===== config.mk =====
export PLATFORM = sky130hd
export DESIGN_NAME = lzss_fifo
export DESIGN_NICKNAME = d
export VERILOG_FILES = /design/src/sv/lzss_pkg.sv /design/src/sv/lzss_fifo.sv
export SDC_FILE = /design/constraint.sdc
export NUM_CORES = 1
export LEC_CHECK = 0
export BUFFER_PORTS_ARGS = -buffer_cell sky130_fd_sc_hd__buf_2
export CORE_MARGIN = 2
export CORE_UTILIZATION = 40
export CTS_BUF_LIST = sky130_fd_sc_hd__clkbuf_4
export CTS_CLUSTER_SIZE = 28
export DETAILED_ROUTE_END_ITERATION = 16
export GPL_TIMING_DRIVEN = 0
export SLEW_MARGIN = 15
export SYNTH_ARGS = -nofsm -noshare
export SYNTH_HDL_FRONTEND = slang
export SYNTH_SLANG_ARGS = --single-unit

===== constraint.sdc =====
create_clock -name aclk -period 2.4 [get_ports aclk]
set_input_delay 0.48 -clock aclk [delete_from_list [all_inputs] [get_ports aclk]]
set_output_delay 0.48 -clock aclk [all_outputs]
set_load 0.03 [all_outputs]

===== src/sv/lzss_pkg.sv =====
// shared types and constants for the lzss stream decoder
`default_nettype none

package lzss_pkg;

    // ring window
    localparam int WIN_DEPTH = 4096;
    localparam int WIN_AW   = $clog2(WIN_DEPTH);
    localparam int FILL_W   = WIN_AW + 1;
    localparam logic [WIN_AW-1:0] WP_START = WIN_AW'(12'hFEE);

    // produced byte count and configured length
    localparam int LEN_W = 24;

    // match length code is length minus three, run counter covers 3..18
    localparam int LCODE_W   = 4;
    localparam int LEN_BIAS  = 3;
    localparam int RUN_MAX   = (1 << LCODE_W) - 1 + LEN_BIAS;
    localparam int RUN_W     = $clog2(RUN_MAX + 1);

    // token flag shift register: eight flag bits below a marker one
    localparam int FLAG_W = 9;

    // command queue between front and back
    localparam int FIFO_DEPTH = 2;
    localparam int FIFO_AW    = $clog2(FIFO_DEPTH);
    localparam int FIFO_CW    = $clog2(FIFO_DEPTH + 1);

    typedef enum logic [1:0] {
        PH_FLAG,
        PH_LIT,
        PH_MLOW,
        PH_MHIGH
    } phase_t;

    typedef enum logic [1:0] {
        CMD_NONE,
        CMD_LIT,
        CMD_MATCH
    } cmd_kind_t;

    typedef struct packed {
        logic                clear;
        cmd_kind_t           kind;
        logic [7:0]          data;
        logic [WIN_AW-1:0]   pos;
        logic [LCODE_W-1:0]  len_code;
    } cmd_t;

endpackage

`default_nettype wire


===== src/sv/lzss_fifo.sv =====
// short command queue between front and back
`default_nettype none

module lzss_fifo (
    input  wire logic            aclk,
    input  wire logic            aresetn,
    input  wire logic            push,
    input  wire lzss_pkg::cmd_t  push_cmd,
    input  wire logic            pop,
    output lzss_pkg::cmd_t       pop_cmd,
    output logic                 full,
    output logic                 not_empty
);

    lzss_pkg::cmd_t                  fifo_mem [lzss_pkg::FIFO_DEPTH];
    logic [lzss_pkg::FIFO_AW-1:0]    wr_ptr_reg, rd_ptr_reg;
    logic [lzss_pkg::FIFO_CW-1:0]    count_reg;
    logic                            do_push, do_pop;

    assign full      = (count_reg == lzss_pkg::FIFO_CW'(lzss_pkg::FIFO_DEPTH));
    assign not_empty = (count_reg != '0);
    assign do_push   = push && !full;
    assign do_pop    = pop && not_empty;
    assign pop_cmd   = fifo_mem[rd_ptr_reg];

    always_ff @(posedge aclk) begin
        if (!aresetn) begin
            wr_ptr_reg <= '0;
            rd_ptr_reg <= '0;
            count_reg  <= '0;
        end else begin
            if (do_push) begin
                wr_ptr_reg <= (wr_ptr_reg == lzss_pkg::FIFO_AW'(lzss_pkg::FIFO_DEPTH - 1))
                              ? '0 : wr_ptr_reg + 1'b1;
            end
            if (do_pop) begin
                rd_ptr_reg <= (rd_ptr_reg == lzss_pkg::FIFO_AW'(lzss_pkg::FIFO_DEPTH - 1))
                              ? '0 : rd_ptr_reg + 1'b1;
            end
            if (do_push && !do_pop) begin
                count_reg <= count_reg + 1'b1;
            end else if (do_pop && !do_push) begin
                count_reg <= count_reg - 1'b1;
            end
        end
    end

    always_ff @(posedge aclk) begin
        if (do_push) begin
            fifo_mem[wr_ptr_reg] <= push_cmd;
        end
    end

endmodule

`default_nettype wire


# Word level (Yosys, flattened, before mapping)
# Memories as Yosys holds them, arrays and structs flattened. A register that Yosys moved wholly into a read port is not among the register bits.
# Index checks and enable logic that the tools add are counted.
[op_classes]
n_addsub = 4
eq_ne = 1
mux = 8
reduce_logical = 9
[ops]
columns = ["cell", "count"]
rows = [
  ["two-way mux 1 bit", 6],
  ["logical AND 1 bit", 4],
  ["two-way mux 2 bit", 2],
  ["nonzero test 2 bit", 2],
  ["zero test 1 bit", 3],
  ["adder 1 bit (second input constant)", 2],
  ["adder 2 x 1 -> 2 bit (second input constant)", 1],
  ["== test 2 bit (second input constant)", 1],
  ["subtractor 2 x 1 -> 2 bit (second input constant)", 1],
]
[totals]
ff_bits = 4
mem_bits_rw = 54
inputBits = 31
out_inout_bits = 29
word_cells = 26
mem_count = 1
[mem_list]
columns = ["name", "depth", "word_bits", "rd", "rd_clocked_by_memory_dff", "wr", "line_no", "rtl"]
rows = [
  ["fifo_mem", 2, 27, 1, 1, 1, "lzss_fifo.sv:15", "lzss_pkg::cmd_t fifo_mem [lzss_pkg::FIFO_DEPTH];"],
]

# Depth between registers and ports, before layout
[depth]
depth_word = 7
mapped_depth = 7
depth_no_buf = 7

# Worst setup path after synthesis
# No wires, ideal clock.
[synth_timing]
kind = "flip-flop to flip-flop"
from = "register count_reg[0] (netlist bit)"
to = "memory fifo_mem[0][0] (netlist bit) (enable)"
setup_ns = 0.408
arrival_time_ns = 1.749
t_required_ns = 1.992
slack_ns = 0.243
stages_incl_launch_ff = 4
path_buffers = 0
period_less_slack_ns = 2.157
cell_sequence = "dfxtp_1 -> nand2b_1 -> inv_2 -> nor3_2"
[synth_via]
elab_chain_cells = 5
[synth_rtl]
columns = ["element", "line_no", "rtl"]
rows = [
  ["from (decl)", "lzss_fifo.sv:17", "logic [lzss_pkg::FIFO_CW-1:0] count_reg;"],
  ["from (signal assigned)", "lzss_fifo.sv:41", "count_reg <= count_reg + 1'b1;"],
  ["from (signal assigned)", "lzss_fifo.sv:43", "count_reg <= count_reg - 1'b1;"],
  ["== test 2 bit", "lzss_fifo.sv:20", "assign full = (count_reg == lzss_pkg::FIFO_CW'(lzss_pkg::FIFO_DEPTH));"],
  ["net full", "lzss_fifo.sv:11", "output logic full,"],
  ["zero test 1 bit", "lzss_fifo.sv:22", "assign do_push = push && !full;"],
  ["logical AND 1 bit", "lzss_fifo.sv:22", ""],
  ["two-way mux 1 bit", "lzss_fifo.sv:49", "if (do_push) begin"],
  ["two-way mux 1 bit (not written as such)", "lzss_fifo.sv:50", "fifo_mem[wr_ptr_reg] <= push_cmd;"],
  ["to (decl)", "lzss_fifo.sv:15", ""],
]
# The timed path passes the listed nets, and every way through them passes these cells.

==> results.txt <==
----------------------------------------------------
[Global route]
  Global-route wire length before repair ... 5800 um
  Total overflow reported by the global router ... 0
  Number of antenna violations at the first check in global routing ... 0
  Maximum number of pins on one net before global-route repair ... 28
  Via count of the first global-routing pass ... 1,230
  Global Route Usage Sum ... 13.2%

[Layout]
  Share of the core filled with cells ... 51.8%
  Net count of the finished layout ... 212
  Commonest non-fill, non-tap cells in the layout ... 60 x buf_2, 54 x edfxtp_1, 27 x mux2_2
  # diodes ... 0
  Leading cell type in the layout, fill and taps excluded ... buf_2
  Number of flip-flops in the largest register ... 54
  Share of final-layout standard cells stronger than drive strength 1 ... 58.2%
  Area growth syn-to-layout ... 22.9%

[Route]
  Routed wire per std cell ... 14.7 um
  Final antenna-violating net count ... 0
  DRT Wirelength ... 3710 um
  Via count ... 1,180
  Detailed Routing Iterations Pass 1 ... 4
  Number of remaining DRC errors ... 0
  Per-cell via count in the routed design ... 4.68
  Number of DRC markers after the initial detailed-route iteration ... 48

[Yosys]
  Number of unique standard cell types used by synthesis ... 22
  Post-synthesis sequential element count ... 59
  Post-Synthesis Net Count ... 141
  Synthesis Warnings ... 0
  Mean post-synth cell area ... 20.0 um^2
  Synthesized instance count ... 109
  Sequential share of the synthesized area ... 78.9%
  Post-synthesis instance area ... 2180 um^2

[STA]
  Relative max-transition margin ... 47.4%
  Slew at the pin closest to its max-slew limit ... 786 ps
  Slew Viols, Final ... 0
  Total Neg Setup Slack ... 0 ps
  Number of setup violations in the final report ... 0
  Hold Fails Final Rpt ... 0
  Maximum operating frequency ... 467 MHz
  Clock period minus worst slack ... 2140 ps
  RSZ-0062 raised after global routing ... false
  Crit share post-route ... 89.2%
  Clk_skew ... 7.43 ps

[Floorplanning]
  Number of rows created at floorplan ... 26
  Top Ports ... 60
  Total Die Area ... 6060 um^2
  Width of the die ... 77.9 um
  Die height ... 77.9 um
  Core area ... 5170 um^2
  Initial core utilization ... 42.2%

[Clock network]
  # resized after CTS ... 0
  H-tree levels ... 3
  Clock tree from TritonCTS ... done
  Hold buffer count at CTS ... 0
  Buffer cell driving the clock tree root ... clkbuf_4
  TritonCTS buffer count ... 9
  Total clock sinks ... 59
  Clock buffer depth ... 2
  Clock edge transition at the registers on the reported setup and hold paths ... 80 ps
  Clock network latency to the later pin of the worst-skew pair ... 370 ps
  # Post-CTS Setup Buffers ... 0

[Hold path]
  Worst Hold Class ... primary input to flip-flop
  Worst min-delay path endpoint ... fifo_mem[0][8]
  Min-Delay Path Depth ... 1
  Critical hold path startpoint ... push_cmd[8]

[Run status]
  Result of the run ... finished clean

[Placed design]
  Global placement routability congestion ... 0.676
  Hpwl dp ... 2590 um
  Buffers added on ports ... 59

[Worst setup path]
  Beginning of the worst register-to-register path ... count_reg[0]
  Type of element capturing the critical path ... output port
  Startpoint class of the critical path ... flip-flop
  Worst reg-to-reg setup slack ... 550 ps
  Worst Path Class, Setup ... flip-flop to output port
  Critical Path AT ... 1660 ps
  Critical R2R Capture ... fifo_mem[0][14]
  Number of cells on the worst reg-to-reg path ... 4
  Crit path required time ... 1920 ps
  Largest fanout of any net on the critical path ... 10

[Run]
  Max-cap check violation count ... 0

[Power and ir drop]
  Peak ir drop on the vdd network ... 0.000596 V
  Static Leakage ... 1.02 nW
  Post-route total power ... 2.90 mW
  Pwr/cell area ... 1080 nW/um^2

----------------------------------------------------
-- critical path, stage by stage, from the launching register on --
cell	delay, ps
dfxtp_1	310
buf_2	220
buf_4	230
mux2_2	360
buf_2	180
-- metal layers --
layer	part of all wire, %	GRT usage (%)	up-vias
li1	-	-	562
met1	39	14.1	572
met2	53	22.0	36
met3	5.3	3.95	10
met4	3.1	9.64	0
met5	0	0	-
-- through the flow --
| step | hold slack [ps] | cell area, um^2 | setup slack (ps) | instances |
|---|---|---|---|---|
| after floorplan | 479 | 2180 | 243 | 109 |
| after global placement | 489 | 2560 | -348 | 238 |
| after detailed placement | 570 | 2590 | 502 | 239 |
| after CTS | 262 | 2680 | 194 | 252 |
| after global routing | 256 | 2680 | 131 | 252 |
| final | 288 | 2680 | 259 | 252 |
-- area by class of cell --
type | instances | area, um^2
clock inverter | 1 | 3.75
inverter | 2 | 7.51
buffer | 3 | 20.0
tap | 70 | 87.6
fill | 442 | 2490
timing repair buffer | 60 | 310
sequential | 59 | 1720
clock buffer | 12 | 90.1
multi-input combinational | 45 | 440
-- cells in the mapped netlist (all sizes together) --
master | instances | area (um^2)
nand2b | 1 | 6.26
o21a | 1 | 7.51
o21ai | 2 | 10.0
dfxtp | 5 | 100
a21boi | 2 | 15.0
inv | 2 | 7.50
nor3 | 1 | 10.0
mux2 | 27 | 304
or3 | 1 | 6.26
and2 | 3 | 18.8
nor2 | 1 | 3.75
xor2 | 1 | 8.76
or2 | 1 | 6.26
and3 | 1 | 6.26
ha | 1 | 12.5
xnor2 | 2 | 17.5
buf | 3 | 20.0
edfxtp | 54 | 1620
-- cells by family after synthesis --
logic type / after synthesis / share of synthesized area [%]
muxes: 27 / 13.9
buffers and inverters: 5 / 1.26
and+or+nand+nor: 9 / 2.64
DFF: 59 / 78.9
xor gates and xnor gates: 3 / 1.20
AOI/OAI and AO/OA: 5 / 1.49
adders and majority gates: 1 / 0.573
-- where the power goes --
group | switching [mW] | internal, mW
logic | 0.650 | 0.383
clock network | 0.299 | 0.229
registers | 0.0488 | 1.30
total | 0.997 | 1.91
-- worst max path at each step --
stage | endpoint | slack, ps | depth (start not counted)
finish | pop_cmd[2] | 260 | 4
floorplan | fifo_mem[0][0] | 240 | 3
CTS | pop_cmd[2] | 190 | 4
global placement | fifo_mem[0][0] | -350 | 3
detailed placement | fifo_mem[0][7] | 500 | 4
global route | pop_cmd[2] | 130 | 4
Note: power is estimated with default switching activity, not from simulation.
