`src/sv/lzss_pkg.sv`:
```
// shared types and constants for the lzss stream decoder
`default_nettype none

package lzss_pkg;

    // ring window
    localparam int WIN_DEPTH = 4096;
    localparam int WIN_AW   = $clog2(WIN_DEPTH);
    localparam int FILL_W   = WIN_AW + 1;
    localparam logic [WIN_AW-1:0] WP_START = WIN_AW'(12'hFEE);

    // produced byte count and configured length
    localparam int LEN_W = 24;

    // match length code is length minus three, run counter covers 3..18
    localparam int LCODE_W   = 4;
    localparam int LEN_BIAS  = 3;
    localparam int RUN_MAX   = (1 << LCODE_W) - 1 + LEN_BIAS;
    localparam int RUN_W     = $clog2(RUN_MAX + 1);

    // token flag shift register: eight flag bits below a marker one
    localparam int FLAG_W = 9;

    // command queue between front and back
    localparam int FIFO_DEPTH = 2;
    localparam int FIFO_AW    = $clog2(FIFO_DEPTH);
    localparam int FIFO_CW    = $clog2(FIFO_DEPTH + 1);

    typedef enum logic [1:0] {
        PH_FLAG,
        PH_LIT,
        PH_MLOW,
        PH_MHIGH
    } phase_t;

    typedef enum logic [1:0] {
        CMD_NONE,
        CMD_LIT,
        CMD_MATCH
    } cmd_kind_t;

    typedef struct packed {
        logic                clear;
        cmd_kind_t           kind;
        logic [7:0]          data;
        logic [WIN_AW-1:0]   pos;
        logic [LCODE_W-1:0]  len_code;
    } cmd_t;

endpackage

`default_nettype wire

```
`src/sv/lzss_front.sv`:
```
// front end: parses flag and match bytes into window commands
`default_nettype none

module lzss_front (
    input  wire logic             aclk,
    input  wire logic             aresetn,
    input  wire logic             s_valid,
    output logic                  s_ready,
    input  wire logic [7:0]       s_in_byte,
    input  wire logic             s_new_stream,
    input  wire logic             fifo_full,
    output logic                  push,
    output lzss_pkg::cmd_t        push_cmd
);

    lzss_pkg::phase_t                  phase_reg, phase_next;
    logic [lzss_pkg::FLAG_W-1:0]       flags_reg, flags_next;
    logic [7:0]                        low_reg, low_next;

    lzss_pkg::phase_t                  phase_cur;
    logic [lzss_pkg::FLAG_W-1:0]       flags_cur;
    logic [lzss_pkg::FLAG_W-1:0]       tok;
    logic                              pick;
    logic                              accept;

    assign s_ready = !fifo_full;
    assign accept  = s_valid && s_ready;

    always_comb begin
        // new stream restarts parsing before this byte
        phase_cur = s_new_stream ? lzss_pkg::PH_FLAG : phase_reg;
        flags_cur = s_new_stream ? '0 : flags_reg;

        tok        = {1'b0, flags_cur[lzss_pkg::FLAG_W-1:1]};
        pick       = 1'b1;
        low_next   = low_reg;
        phase_next = phase_cur;

        push_cmd          = '0;
        push_cmd.clear    = s_new_stream;
        push_cmd.kind     = lzss_pkg::CMD_NONE;
        push_cmd.data     = s_in_byte;
        push_cmd.pos      = {s_in_byte[7:4], low_reg};
        push_cmd.len_code = s_in_byte[3:0];

        unique case (phase_cur)
            lzss_pkg::PH_FLAG: begin
                tok = {1'b1, s_in_byte};
            end
            lzss_pkg::PH_LIT: begin
                push_cmd.kind = lzss_pkg::CMD_LIT;
            end
            lzss_pkg::PH_MLOW: begin
                low_next   = s_in_byte;
                tok        = flags_cur;
                pick       = 1'b0;
                phase_next = lzss_pkg::PH_MHIGH;
            end
            lzss_pkg::PH_MHIGH: begin
                push_cmd.kind = lzss_pkg::CMD_MATCH;
            end
            default: begin
                tok = flags_cur;
            end
        endcase

        flags_next = tok;
        if (pick) begin
            if (tok <= lzss_pkg::FLAG_W'(1)) begin
                phase_next = lzss_pkg::PH_FLAG;
            end else if (tok[0]) begin
                phase_next = lzss_pkg::PH_LIT;
            end else begin
                phase_next = lzss_pkg::PH_MLOW;
            end
        end

        push = accept && ((push_cmd.kind != lzss_pkg::CMD_NONE) || s_new_stream);
    end

    always_ff @(posedge aclk) begin
        if (!aresetn) begin
            phase_reg <= lzss_pkg::PH_FLAG;
            flags_reg <= '0;
            low_reg   <= '0;
        end else if (accept) begin
            phase_reg <= phase_next;
            flags_reg <= flags_next;
            low_reg   <= low_next;
        end
    end

    // a match command only follows a low byte
    a_match_after_low: assert property (@(posedge aclk) disable iff (!aresetn)
        (push && push_cmd.kind == lzss_pkg::CMD_MATCH) |-> (phase_reg == lzss_pkg::PH_MHIGH))
        else $error("match issued outside high byte phase");

    // flag register never empty while a token is expected
    a_flag_marker: assert property (@(posedge aclk) disable iff (!aresetn)
        (phase_reg == lzss_pkg::PH_LIT || phase_reg == lzss_pkg::PH_MLOW)
            |-> (flags_reg > lzss_pkg::FLAG_W'(1)))
        else $error("token phase with no flag bits left");

    // low byte phase always moves to high byte phase
    a_low_to_high: assert property (@(posedge aclk) disable iff (!aresetn)
        (accept && !s_new_stream && phase_reg == lzss_pkg::PH_MLOW)
            |=> (phase_reg == lzss_pkg::PH_MHIGH))
        else $error("low byte not followed by high byte phase");

endmodule

`default_nettype wire

```
`config.mk`:
```
export PLATFORM = sky130hd
export DESIGN_NAME = lzss_front
export DESIGN_NICKNAME = d
export VERILOG_FILES = /design/src/sv/lzss_pkg.sv /design/src/sv/lzss_front.sv
export SDC_FILE = /design/constraint.sdc
export NUM_CORES = 1
export LEC_CHECK = 0
export BUFFER_PORTS_ARGS = -buffer_cell sky130_fd_sc_hd__buf_2
export CORE_AREA = 2 2 73 75
export CTS_CLUSTER_SIZE = 8
export DETAILED_ROUTE_END_ITERATION = 8
export DIE_AREA = 0 0 75 77
export SKIP_LAST_GASP = 1
export SLEW_MARGIN = 10
export SYNTH_ARGS = -nofsm -noshare
export SYNTH_HDL_FRONTEND = slang
export SYNTH_SLANG_ARGS = --single-unit
export TNS_END_PERCENT = 30
```
`constraint.sdc`:
```
create_clock -name aclk -period 1.3 [get_ports aclk]
set_input_delay 0 -clock aclk [delete_from_list [all_inputs] [get_ports aclk]]
set_output_delay 0 -clock aclk [all_outputs]
set_load 0.01 [all_outputs]
```
== After elaboration in Yosys (flattened, before gate mapping) ==
Cells that the tools add are included.

* $lt $le $gt $ge: 1
* Eq/ne operators: 3
* Multiplexer cells: 7
* Reduce and logical (&&, ||, !) cells: 7

{| class="wikitable"
|+ Operator list
! kind !! count
|-
| $pmux W9 S2 || 1
|-
| $le A9 B1 Y1 const B || 1
|-
| $mux W9 || 1
|-
| $mux W2 || 4
|-
| $eq A2 B2 Y1 const B || 2
|-
| $pmux W2 S2 || 1
|-
| $eq A2 B1 Y1 const B || 1
|-
| $logic_and A1 B1 Y1 || 2
|-
| $logic_not A2 Y1 || 1
|-
| $reduce_and A2 Y1 || 1
|-
| $reduce_bool A2 Y1 || 1
|-
| $logic_not A1 Y1 || 1
|-
| $logic_or A1 B1 Y1 || 1
|}

* Register bits after elaboration: 19
* Input port bits: 13
* Output and inout port bits: 29
* Logic and storage cells: 21

== Logic depth before layout (Yosys ltp) ==
Gate-level depths: netlist (run 1).

* Word-level depth: 6
* Mapped depth: 6
* Gate-level depth less buffers: 4

== Least setup slack after synthesis (run 1) ==
No wires, ideal clock.

* Path kind: register -> register
* Start point: register phase_reg[0]
* End point: register low_reg[0]
* Library setup time: 128 ps
* Arrival: 1224 ps
* Data required time: 1172 ps
* Slack: -52 ps
* Cell stages (with the launch flop): 6
* Buffers on the path: 2
* Clock period less this slack: 1352 ps
* Cells stage by stage: dfxtp_1 > buf_6 > buf_6 > nor3_4 > mux2i_1 > nor2_1

* Longest elaborated chain between the ends: 3

{| class="wikitable"
|+ Ends and longest elaborated chain
! what !! line !! RTL
|-
| start: declaration || lzss_front.sv:16 || <nowiki>lzss_pkg::phase_t phase_reg, phase_next;</nowiki>
|-
| start signal: assignment || lzss_front.sv:83 || <nowiki>phase_reg <= lzss_pkg::PH_FLAG;</nowiki>
|-
| start signal: assignment || lzss_front.sv:87 || <nowiki>phase_reg <= phase_next;</nowiki>
|-
| $mux W2 || lzss_front.sv:31 || <nowiki>phase_cur = s_new_stream ? lzss_pkg::PH_FLAG : phase_reg;</nowiki>
|-
| $eq A2 B2 Y1 || lzss_front.sv:46 || <nowiki>unique case (phase_cur)</nowiki>
|-
| $reduce_and A2 Y1 (no source line) || -- ||
|-
| end signal: assignment || lzss_front.sv:89 || <nowiki>low_reg <= low_next;</nowiki>
|-
| end: declaration || lzss_front.sv:18 || <nowiki>logic [7:0] low_reg, low_next;</nowiki>
|}

Every way passes these cells.
A chain may end at the register's enable or synchronous reset.

== Worst setup path after layout (run 1) ==
* Start point: register phase_reg[0]
* End point: register phase_reg[0]

* Longest elaborated chain between the ends: 6

{| class="wikitable"
|+ Ends and longest elaborated chain
! what !! line !! RTL
|-
| $mux W2 (*) || lzss_front.sv:31 ||
|-
| $eq A2 B2 Y1 / $logic_not A2 Y1 (equally long branches) || lzss_front.sv:46 ||
|-
| $pmux W9 S2 || lzss_front.sv:46 ||
|-
| $le A9 B1 Y1 / $mux W2 (equally long branches) || lzss_front.sv:69, lzss_front.sv:71 ||
|-
| $mux W2 || lzss_front.sv:69 || <nowiki>if (tok <= lzss_pkg::FLAG_W'(1)) begin</nowiki>
|-
| $mux W2 (*) || lzss_front.sv:68 || <nowiki>if (pick) begin</nowiki>
|}

Every way passes the cells marked *; elsewhere a longest branch is shown, timed or not.

==> results of run 1 <==
[synth_stat cells (all sizes together)]
master | number | area share [%]
nor2 | 19 | 5.8
a211oi | 1 | 0.62
o221ai | 2 | 1.4
a221o | 1 | 0.82
and2 | 1 | 0.51
nor3 | 1 | 1.3
a22oi | 2 | 1.2
nand2b | 3 | 1.5
o21ai | 2 | 0.82
a31oi | 3 | 1.5
a2bb2oi | 2 | 1.4
mux2i | 8 | 6.6
clkbuf | 1 | 0.31
nand2 | 11 | 3.4
o21a | 1 | 0.62
a311oi | 2 | 1.4
clkinv | 1 | 0.31
dfxtp | 19 | 31
inv | 9 | 2.8
o21bai | 2 | 1.5
nor2b | 5 | 2.8
a222oi | 1 | 0.82
nor4bb | 2 | 1.6
nand3 | 1 | 0.41
a221oi | 3 | 3.2
mux2 | 1 | 0.92
buf | 24 | 15
a21oi | 12 | 4.9
nor3b | 5 | 3.1
nor4b | 1 | 0.72
nor4 | 2 | 1.0
[layout make-up]
| class | count | area [um^2] |
|---|---|---|
| inverters | 10 | 37.5 |
| flip-flops and latches | 19 | 388 |
| fillers | 527 | 3330 |
| multi-input cells | 94 | 674 |
| clock buffers | 3 | 41.3 |
| clock inverters | 1 | 5.00 |
| repair buffers | 68 | 418 |
| well taps | 70 | 87.6 |
[report_power, final]
| part | internal [W] | switching (W) |
|---|---|---|
| Combinational | 0.000171 | 0.000177 |
| Clock | 0.000213 | 0.000209 |
| Sequential | 0.000602 | 0.0000235 |
| Total | 0.000986 | 0.000409 |
[timing repair]
| item | in CTS | in global routing |
|---|---|---|
| resized for setup | 13 | 4 |
| hold buffers | 1 | 0 |
| pin swaps | 3 | 1 |
| endpoints found under the setup margin | 17 | 18 |
| setup buffers | 2 | 0 |
| hold endpoints to repair | 1 | 0 |
[through the flow]
stage	power, W	worst slack, ns	setup TNS (ns)	hold WS [ns]
CTS	0.00141	-0.0654	-0.258	0.0231
finish	0.00140	-0.0589	-0.177	0.0223
floorplan	0.000851	-0.0318	-0.267	0.0435
global placement	0.000953	-0.0749	-0.326	0.226
detailed placement	0.000955	-0.151	-0.673	0.228
global route	0.00148	-0.174	-1.40	0.0429
[final timing paths]
path / from / endpoint / slack [ns]
max: phase_reg[0] / phase_reg[0] / -0.06
min: s_in_byte[4] / low_reg[4] / 0.02
max reg2reg: phase_reg[0] / phase_reg[0] / -0.06
min reg2reg: flags_reg[4] / flags_reg[4] / 0.48
[per-layer routing]
| metal | vias up | track usage (%) | routed length [um] |
|---|---|---|---|
| li1 | 593 | - | - |
| met1 | 551 | 15.2 | 1470 |
| met2 | 31 | 17.8 | 1490 |
| met3 | 2 | 1.97 | 120 |
| met4 | 0 | 3.21 | 28 |
| met5 | - | 0 | 0 |
[worst max-delay path, stage by stage (launching register included)]
cell and delay (ns):
dfxtp_4 0.40, buf_4 0.17, mux2_2 0.28, nor4_1 0.27, a311oi_1 0.12
[logic make-up (layout without fill, tap and decap cells)]
| logic type | after synthesis | in the layout | share of synthesized area [%] |
|---|---|---|---|
| muxes | 9 | 9 | 7.49 |
| and+or+nand+nor | 51 | 51 | 22.3 |
| buffers and inverters | 35 | 82 | 18.7 |
| DFF | 19 | 19 | 31.2 |
| AOI/OAI and AO/OA | 34 | 34 | 20.4 |
==> impl_metrics.py, run 1 <==
metrics = {
    "placed_design": {
        "post_dp_cell_area_um2": 1500,
        "hpwlAfterDp_mm": 2.39,
        "gp_congestion": 0.821,
        "place_inst": 258,
        "port_buffers": 41,
    },
    "final_layout": {
        "fin_area_um2": 1650,
        "stdcell_count": 265,
        "syn2layout_area_growth_pct": 35.4,
        "drive_above_1_share_pct": 44.6,
        "n_antenna_cell": 0,
        "fin_nets": 209,
        "final_common_cell": "buf_2",
        "final_util_pct": 33.2,
        "final_cell_mix": "41 x buf_2, 24 x buf_4, 19 x nor2_1, 17 x dfxtp_1",
        "largest_register_ff_count": 9,
    },
    "yosys": {
        "ys_ff_latch": 19,
        "synth_warnings": 0,
        "ys_types": 36,
        "yosysSeqAreaShare_pct": 31.2,
        "synth_nets": 161,
        "syn_area_um2": 1220,
        "synthCells": 148,
        "syn_avg_cell_area_um2": 8.24,
    },
    "timing": {
        "drv_slew": 0,
        "max_freq_mhz": 736,
        "worst_pin_slew_ns": 0.383,
        "fin_skew_ns": 0.00848,
        "min_period_ns": 1.36,
        "fin_ws_ns": -0.0589,
        "hold_violations": 0,
        "setup_violations": 6,
        "rsz0062_at_grt": "yes",
        "fin_crit_sh_pct": 105,
        "slew-limit-headroom_pct": 74.3,
    },
    "grt": {
        "grt_pass1_wl_mm": 5.08,
        "grt_max_degree": 14,
        "grt.total_usage_pct": 11.2,
        "antenna_found_initial": 0,
        "grt_pass1_vias": 1125,
        "overflow": 0,
    },
    "worst_setup_path": {
        "cp-end-kind": "flip-flop",
        "crit_path_max_fanout": 12,
        "cp.arrival_ns": 1.50,
        "cp.required_ns": 1.44,
        "crit_path_start_kind": "flip-flop",
        "r2r_cells": 4,
        "criticalPathCategory": "flip-flop to flip-flop",
    },
    "route": {
        "dr.pass1.iters": 4,
        "drt_iter0_drc": 24,
        "drc": 0,
        "wirelength_mm": 3.11,
        "vias_per_cell": 4.44,
        "ant_nets": 0,
        "vias": 1177,
        "routedWlPerCell_um": 11.7,
    },
    "power_and_ir_drop": {
        "ir_drop_uv": 460,
        "powerDensity_nw_per_um2": 845,
        "p_leak_nw": 0.711,
    },
    "min_path": {
        "hp-class": "input port to flip-flop",
        "hold_depth": 3,
    },
    "floorplan": {
        "rows": 26,
        "fp.dieH_um": 77,
        "die_area_um2": 5780,
        "io_pins": 42,
        "start_util_pct": 24.5,
        "fp.dieW_um": 75,
        "core_area_um2": 4980,
    },
    "cts": {
        "cts_root_buffer": "clkbuf_8",
        "cts_tree": "yes",
        "clock_latency_ns": 0.26,
        "cts_inserted_buffers": 3,
        "path_clk_slew_ns": 0.08,
        "ctsLongestPathBuffers": 2,
        "cts-htree-levels": 1,
        "cts_sinks": 19,
    },
    "job": {
        "drv_cap": 0,
    },
    "status": {
        "status": "finished with violations",
        "violations": "negative setup slack",
    },
}
No activity file was read; power rests on OpenSTA's default activity.
==> run 2, diff against run 1 <==
--- a/config.mk
+++ b/config.mk
@@ -5,7 +5,7 @@
 export SDC_FILE = /design/constraint.sdc
 export NUM_CORES = 1
 export LEC_CHECK = 0
-export BUFFER_PORTS_ARGS = -buffer_cell sky130_fd_sc_hd__buf_2
+export BUFFER_PORTS_ARGS = -buffer_cell sky130_fd_sc_hd__buf_4
 export CORE_AREA = 2 2 73 75
 export CTS_CLUSTER_SIZE = 8
 export DETAILED_ROUTE_END_ITERATION = 8
==> run 2 against run 1 <==
  * The flow still finishes with violations (negative setup slack)
  * Wire length up 5.9%
  * Sequential power barely moved
  * Setup slack lost 0.050 ns
  * First-iteration DRC count grew 130%
  * Core utilization increased by 3.1 points
  * Via count increased by 0.51%
  * Clock skew is 0.0027 ns lower
  * Combinational power rose by 14%
  * Hold slack worse by 0.018 ns
  * Global-route usage decreased by 0.10 points
  * Clock power is 2% higher
  * Power grew 4.0%
==> impl_metrics.py, run 2 (synthesized netlist as in run 1, its figures left out) <==
metrics = {
    "cts": {
        "cts_inserted_buffers": 3,
        "path_clk_slew_ns": 0.08,
        "clock_latency_ns": 0.27,
        "cts_tree": "yes",
        "ctsLongestPathBuffers": 2,
        "cts_root_buffer": "clkbuf_8",
        "cts-htree-levels": 1,
        "cts_sinks": 19,
    },
    "final_layout": {
        "n_antenna_cell": 0,
        "largest_register_ff_count": 9,
        "seq_area_um2": 388,
        "final_cell_mix": "66 x buf_4, 18 x nor2_1, 17 x dfxtp_1, 11 x a21oi_1, 11 x nand2_1",
        "fin_area_um2": 1800,
        "fin_nets": 212,
        "syn2layout_area_growth_pct": 47.9,
        "drive_above_1_share_pct": 44.4,
        "final_common_cell": "buf_4",
        "multiInputGateArea_um2": 697,
        "nFillCells": 531,
    },
    "grt": {
        "grt_max_degree": 15,
        "antenna_found_initial": 0,
        "grt_pass1_vias": 1091,
        "overflow": 0,
        "grt_pass1_wl_mm": 4.94,
        "grt.total_usage_pct": 11.1,
    },
    "power_and_ir_drop": {
        "switching_power_w": 0.000429,
        "powerDensity_nw_per_um2": 805,
        "switching_share_pct": 29.5,
        "power_w": 0.00145,
        "internal_power_w": 0.00102,
        "ir_drop_uv": 598,
        "seqPwrFrac_pct": 43.0,
        "p_leak_nw": 0.755,
        "pwr-share-clk_pct": 29.7,
        "combPwrFrac_pct": 27.3,
    },
    "timing": {
        "hold_violations": 0,
        "max_freq_mhz": 710,
        "rsz0062_at_grt": "yes",
        "fin_crit_sh_pct": 108,
        "slew-limit-headroom_pct": 72.8,
        "fin_ws_ns": -0.109,
        "fin_skew_ns": 0.00575,
        "setup_violations": 2,
        "min_period_ns": 1.41,
        "drv_slew": 0,
        "worst_pin_slew_ns": 0.404,
        "holdWs_ns": 0.00442,
    },
    "route": {
        "vias": 1183,
        "routedWlPerCell_um": 12.3,
        "drt_iter0_drc": 55,
        "vias_per_cell": 4.41,
        "ant_nets": 0,
        "dr.pass1.iters": 4,
        "drc": 0,
        "wirelength_mm": 3.29,
    },
    "placed_design": {
        "port_buffers": 41,
        "post_dp_cell_area_um2": 1600,
        "hpwlAfterDp_mm": 2.38,
        "gp_congestion": 0.813,
    },
    "worst_setup_path": {
        "slowest_stage": "dfxtp_4",
        "crit_path_max_fanout": 6,
        "critPathMaxStageDelay_ns": 0.37,
        "crit_path_start_kind": "flip-flop",
        "criticalPathCategory": "flip-flop to flip-flop",
        "cp-end-kind": "flip-flop",
        "cp.arrival_ns": 1.58,
        "cp.required_ns": 1.47,
        "r2r_setup_slack_ns": -0.11,
        "crit_chain": "nor2b_4 -> buf_4 -> a221oi_2 -> a21oi_1 -> a311oi_1",
    },
    "floorplan": {
        "fp.dieH_um": 77,
        "rows": 26,
        "io_pins": 42,
        "die_area_um2": 5780,
        "core_area_um2": 4980,
        "fp.dieW_um": 75,
        "start_util_pct": 24.5,
    },
    "job": {
        "drv_cap": 0,
    },
    "status": {
        "status": "finished with violations",
        "violations": "negative setup slack",
    },
    "min_path": {
        "hp-class": "input port to flip-flop",
    },
}
-- run 2: changes by cell type in the layout (fill, tap and decap cells not counted), sizes merged --
cell	change
buf	+1
dlygate4sd3	+2
-- run 2: final cells by class --
cell class / count / area share, %
multi-input cells: 94 / 38.6
flip-flops and latches: 19 / 21.5
clock buffers: 3 / 2.29
well taps: 70 / 4.85
inverters: 10 / 2.08
repair buffers: 71 / 30.4
clock inverters: 1 / 0.277
-- run 2: worst max-delay path: cells and delay by family, from the launching register on --
| family | cells | cell delay [ns] |
|---|---|---|
| buf+inv | 1 | 0.15 |
| compound gates | 3 | 0.66 |
| flops | 1 | 0.37 |
| simple gates | 1 | 0.14 |
-- run 2: stage by stage --
stage | TNS (ns) | utilization (%) | setup WS (ns) | instances
2_1_floorplan | -0.267 | - | -0.0318 | 148
3_3_place_gp | -0.434 | 32.1 | -0.106 | 257
3_5_place_dp | -0.615 | 32.1 | -0.184 | 257
4_1_cts | -0.266 | 35.1 | -0.0700 | 267
5_1_grt | -0.662 | 36.2 | -0.174 | 268
6_report | -0.215 | 36.2 | -0.109 | 268
-- run 2: power by group through the flow --
stage	Clock (W)	Sequential [W]	Combinational (W)
3_5_place_dp	0	0.000639	0.000341
6_report	0.000432	0.000624	0.000396
4_1_cts	0.000443	0.000625	0.000378
2_1_floorplan	0	0.000630	0.000221
5_1_grt	0.000469	0.000627	0.000427
3_3_place_gp	0	0.000638	0.000339
-- run 2: what timing repair did --
action                                  CTS  global route
setup buffers                             3             1
endpoints found under the hold margin     3             0
endpoints found under the setup margin   16            17
pin swaps                                 4             8
hold buffers                              3             0
gates resized for setup                  10             9
-- run 2: path summary, 6_finish.rpt --
kind / from / end / cells past startpoint
worst max-delay path: phase_reg[1] / phase_reg[0] / 5
worst min-delay path: s_in_byte[5] / low_reg[5] / 3
worst max register to register: phase_reg[1] / phase_reg[0] / 5
worst min register to register: flags_reg[4] / flags_reg[4] / 2
-- run 2: layer usage --
layer / routed length [um] / up-vias / track usage (%) / share of wire (%)
met4: 42 / 0 / 4.64 / 1.3
met5: 0 / - / 0 / 0
met1: 1500 / 536 / 14.6 / 46
met3: 137 / 5 / 1.97 / 4.2
li1: - / 607 / - / -
met2: 1610 / 35 / 17.4 / 49
==> run 3, diff against run 2 <==
--- a/config.mk
+++ b/config.mk
@@ -10,6 +10,9 @@
 export CTS_CLUSTER_SIZE = 8
 export DETAILED_ROUTE_END_ITERATION = 8
 export DIE_AREA = 0 0 75 77
+export GPL_TIMING_DRIVEN = 1
+export PLACE_DENSITY = 0.56
+export SKIP_CTS_REPAIR_TIMING = 1
 export SKIP_LAST_GASP = 1
 export SLEW_MARGIN = 10
 export SYNTH_ARGS = -nofsm -noshare
==> run 3 against run 2 <==
  * The run still ends with negative setup slack left
  * Power decreased by 2.3%
  * Sequential share of layout area increased by 0.72 points
  * Clock skew decreased by 0.0021 ns
  * Sequential cell count unchanged
  * First-iteration DRC count decreased by 25%
  * Register-to-register slack about the same
  * Via count decreased by 2.4%
  * Combinational power decreased by 4%
  * Critical path depth unchanged
  * Die area unchanged
  * Non-clock buffer count decreased by 3
  * Maximum frequency increased by 0.77%
  * Critical endpoint is now phase_reg[1]
  * Largest power group unchanged
==> impl_metrics.py, run 3 (synthesized netlist as in run 1, its figures left out) <==
metrics = {
    "final_layout": {
        "syn2layout_area_growth_pct": 43.1,
        "stdcell_count": 265,
        "final_util_pct": 35.1,
        "nFillCells": 525,
        "final_cell_mix": "63 x buf_4, 19 x nor2_1, 17 x dfxtp_1, 11 x a21oi_1, 11 x nand2_1",
        "multiInputGateArea_um2": 651,
        "largest_register_ff_count": 9,
        "fin_nets": 209,
        "n_antenna_cell": 0,
        "final_common_cell": "buf_4",
        "seq_area_um2": 388,
        "drive_above_1_share_pct": 42.6,
    },
    "grt": {
        "grt.total_usage_pct": 11.4,
        "overflow": 0,
        "grt_max_degree": 17,
        "grt_pass1_vias": 1084,
        "grt_pass1_wl_mm": 5.07,
        "antenna_found_initial": 0,
    },
    "cts": {
        "cts-htree-levels": 1,
        "cts_root_buffer": "clkbuf_8",
        "ctsLongestPathBuffers": 2,
        "cts_inserted_buffers": 3,
        "path_clk_slew_ns": 0.07,
        "cts_sinks": 19,
        "clock_latency_ns": 0.26,
        "cts_tree": "yes",
    },
    "placed_design": {
        "gp_congestion": 0.870,
        "place_worst_setup_slack_ns": -0.143,
        "hpwlAfterDp_mm": 2.40,
        "port_buffers": 41,
        "place_inst": 254,
    },
    "floorplan": {
        "core_area_um2": 4980,
        "fp.dieH_um": 77,
        "fp.dieW_um": 75,
        "start_util_pct": 24.5,
        "io_pins": 42,
        "rows": 26,
        "die_area_um2": 5780,
    },
    "worst_setup_path": {
        "critPathMaxStageDelay_ns": 0.40,
        "cp.required_ns": 1.47,
        "cp.arrival_ns": 1.57,
        "cp-end-kind": "flip-flop",
        "crit_path_start_kind": "flip-flop",
        "r2r_setup_slack_ns": -0.1,
        "crit_path_max_fanout": 7,
        "criticalPathCategory": "flip-flop to flip-flop",
        "crit_chain": "buf_12 -> nor2b_4 -> a222oi_1 -> nor4_1 -> a311oi_1",
        "path_buf_inv": 1,
        "critical_path.top_delay_family": "compound AO/OA/AOI/OAI gates",
        "slowest_stage": "dfxtp_4",
    },
    "route": {
        "wirelength_mm": 3.18,
        "vias_per_cell": 4.36,
        "vias": 1155,
        "drt_iter0_drc": 41,
        "dr.pass1.iters": 4,
        "routedWlPerCell_um": 12.0,
        "drc": 0,
        "ant_nets": 0,
    },
    "timing": {
        "holdWs_ns": 0.00503,
        "setup_violations": 8,
        "hold_violations": 0,
        "max_freq_mhz": 715,
        "fin_skew_ns": 0.00361,
        "worst_pin_slew_ns": 0.404,
        "drv_slew": 0,
        "rsz0062_at_grt": "yes",
        "fin_ws_ns": -0.0979,
        "fin_crit_sh_pct": 108,
        "min_period_ns": 1.40,
        "slew-limit-headroom_pct": 73.1,
    },
    "power_and_ir_drop": {
        "ir_drop_uv": 427,
        "power_w": 0.00142,
        "powerDensity_nw_per_um2": 813,
        "p_leak_nw": 0.734,
    },
    "job": {
        "drv_cap": 0,
    },
    "status": {
        "status": "finished with violations",
        "violations": "negative setup slack",
    },
    "min_path": {
        "hp-class": "input port to flip-flop",
    },
}
-- run 3: cell types whose count changed in the layout (fill, tap and decap cells not counted), sizes merged --
cell,change
dlygate4sd3,-2
clkbuf,+1
buf,-1
clkinv,-1
-- run 3: area by class of cell --
| class | instances | share of cell area [%] |
|---|---|---|
| multi-input cells | 94 | 37.3 |
| repair buffers | 68 | 30.8 |
| flip-flops and latches | 19 | 22.2 |
| inverters | 10 | 2.15 |
| well taps | 70 | 5.02 |
| clock buffers | 4 | 2.58 |
-- run 3: power breakdown --
group          leakage, nW  total (W)  switching [W]  internal (W)
clock network       0.0228   0.000413       0.000195      0.000218
logic                0.555   0.000381       0.000180      0.000202
registers            0.156   0.000623      0.0000214      0.000602
-- run 3: final timing paths --
path                                endpoint         start  depth (start not counted)
worst max register to register  phase_reg[1]  phase_reg[0]                          5
worst max-delay path            phase_reg[1]  phase_reg[0]                          5
worst min-delay path              low_reg[1]  s_in_byte[1]                          3
worst min register to register  flags_reg[2]  flags_reg[2]                          2
-- run 3: per-stage QoR --
stage	TNS (ns)	cell area [um^2]
after floorplan	-0.267	1220
after global placement	-0.599	1580
after detailed placement	-0.748	1580
after CTS	-1.20	1620
after global routing	-1.65	1750
final	-0.350	1750
-- run 3: worst reg2reg max path, cell delays in order (launching register included) --
cell and delay (ns):
dfxtp_4 0.40, buf_12 0.12, nor2b_4 0.05, a222oi_1 0.38, nor4_1 0.10, a311oi_1 0.26
-- run 3: routing by layer --
layer	up-vias	track usage (%)	wire length, um
met5	-	0	0
met2	29	17.7	1520
met3	7	2.37	145
li1	597	-	-
met4	0	5.71	80
met1	522	14.5	1440
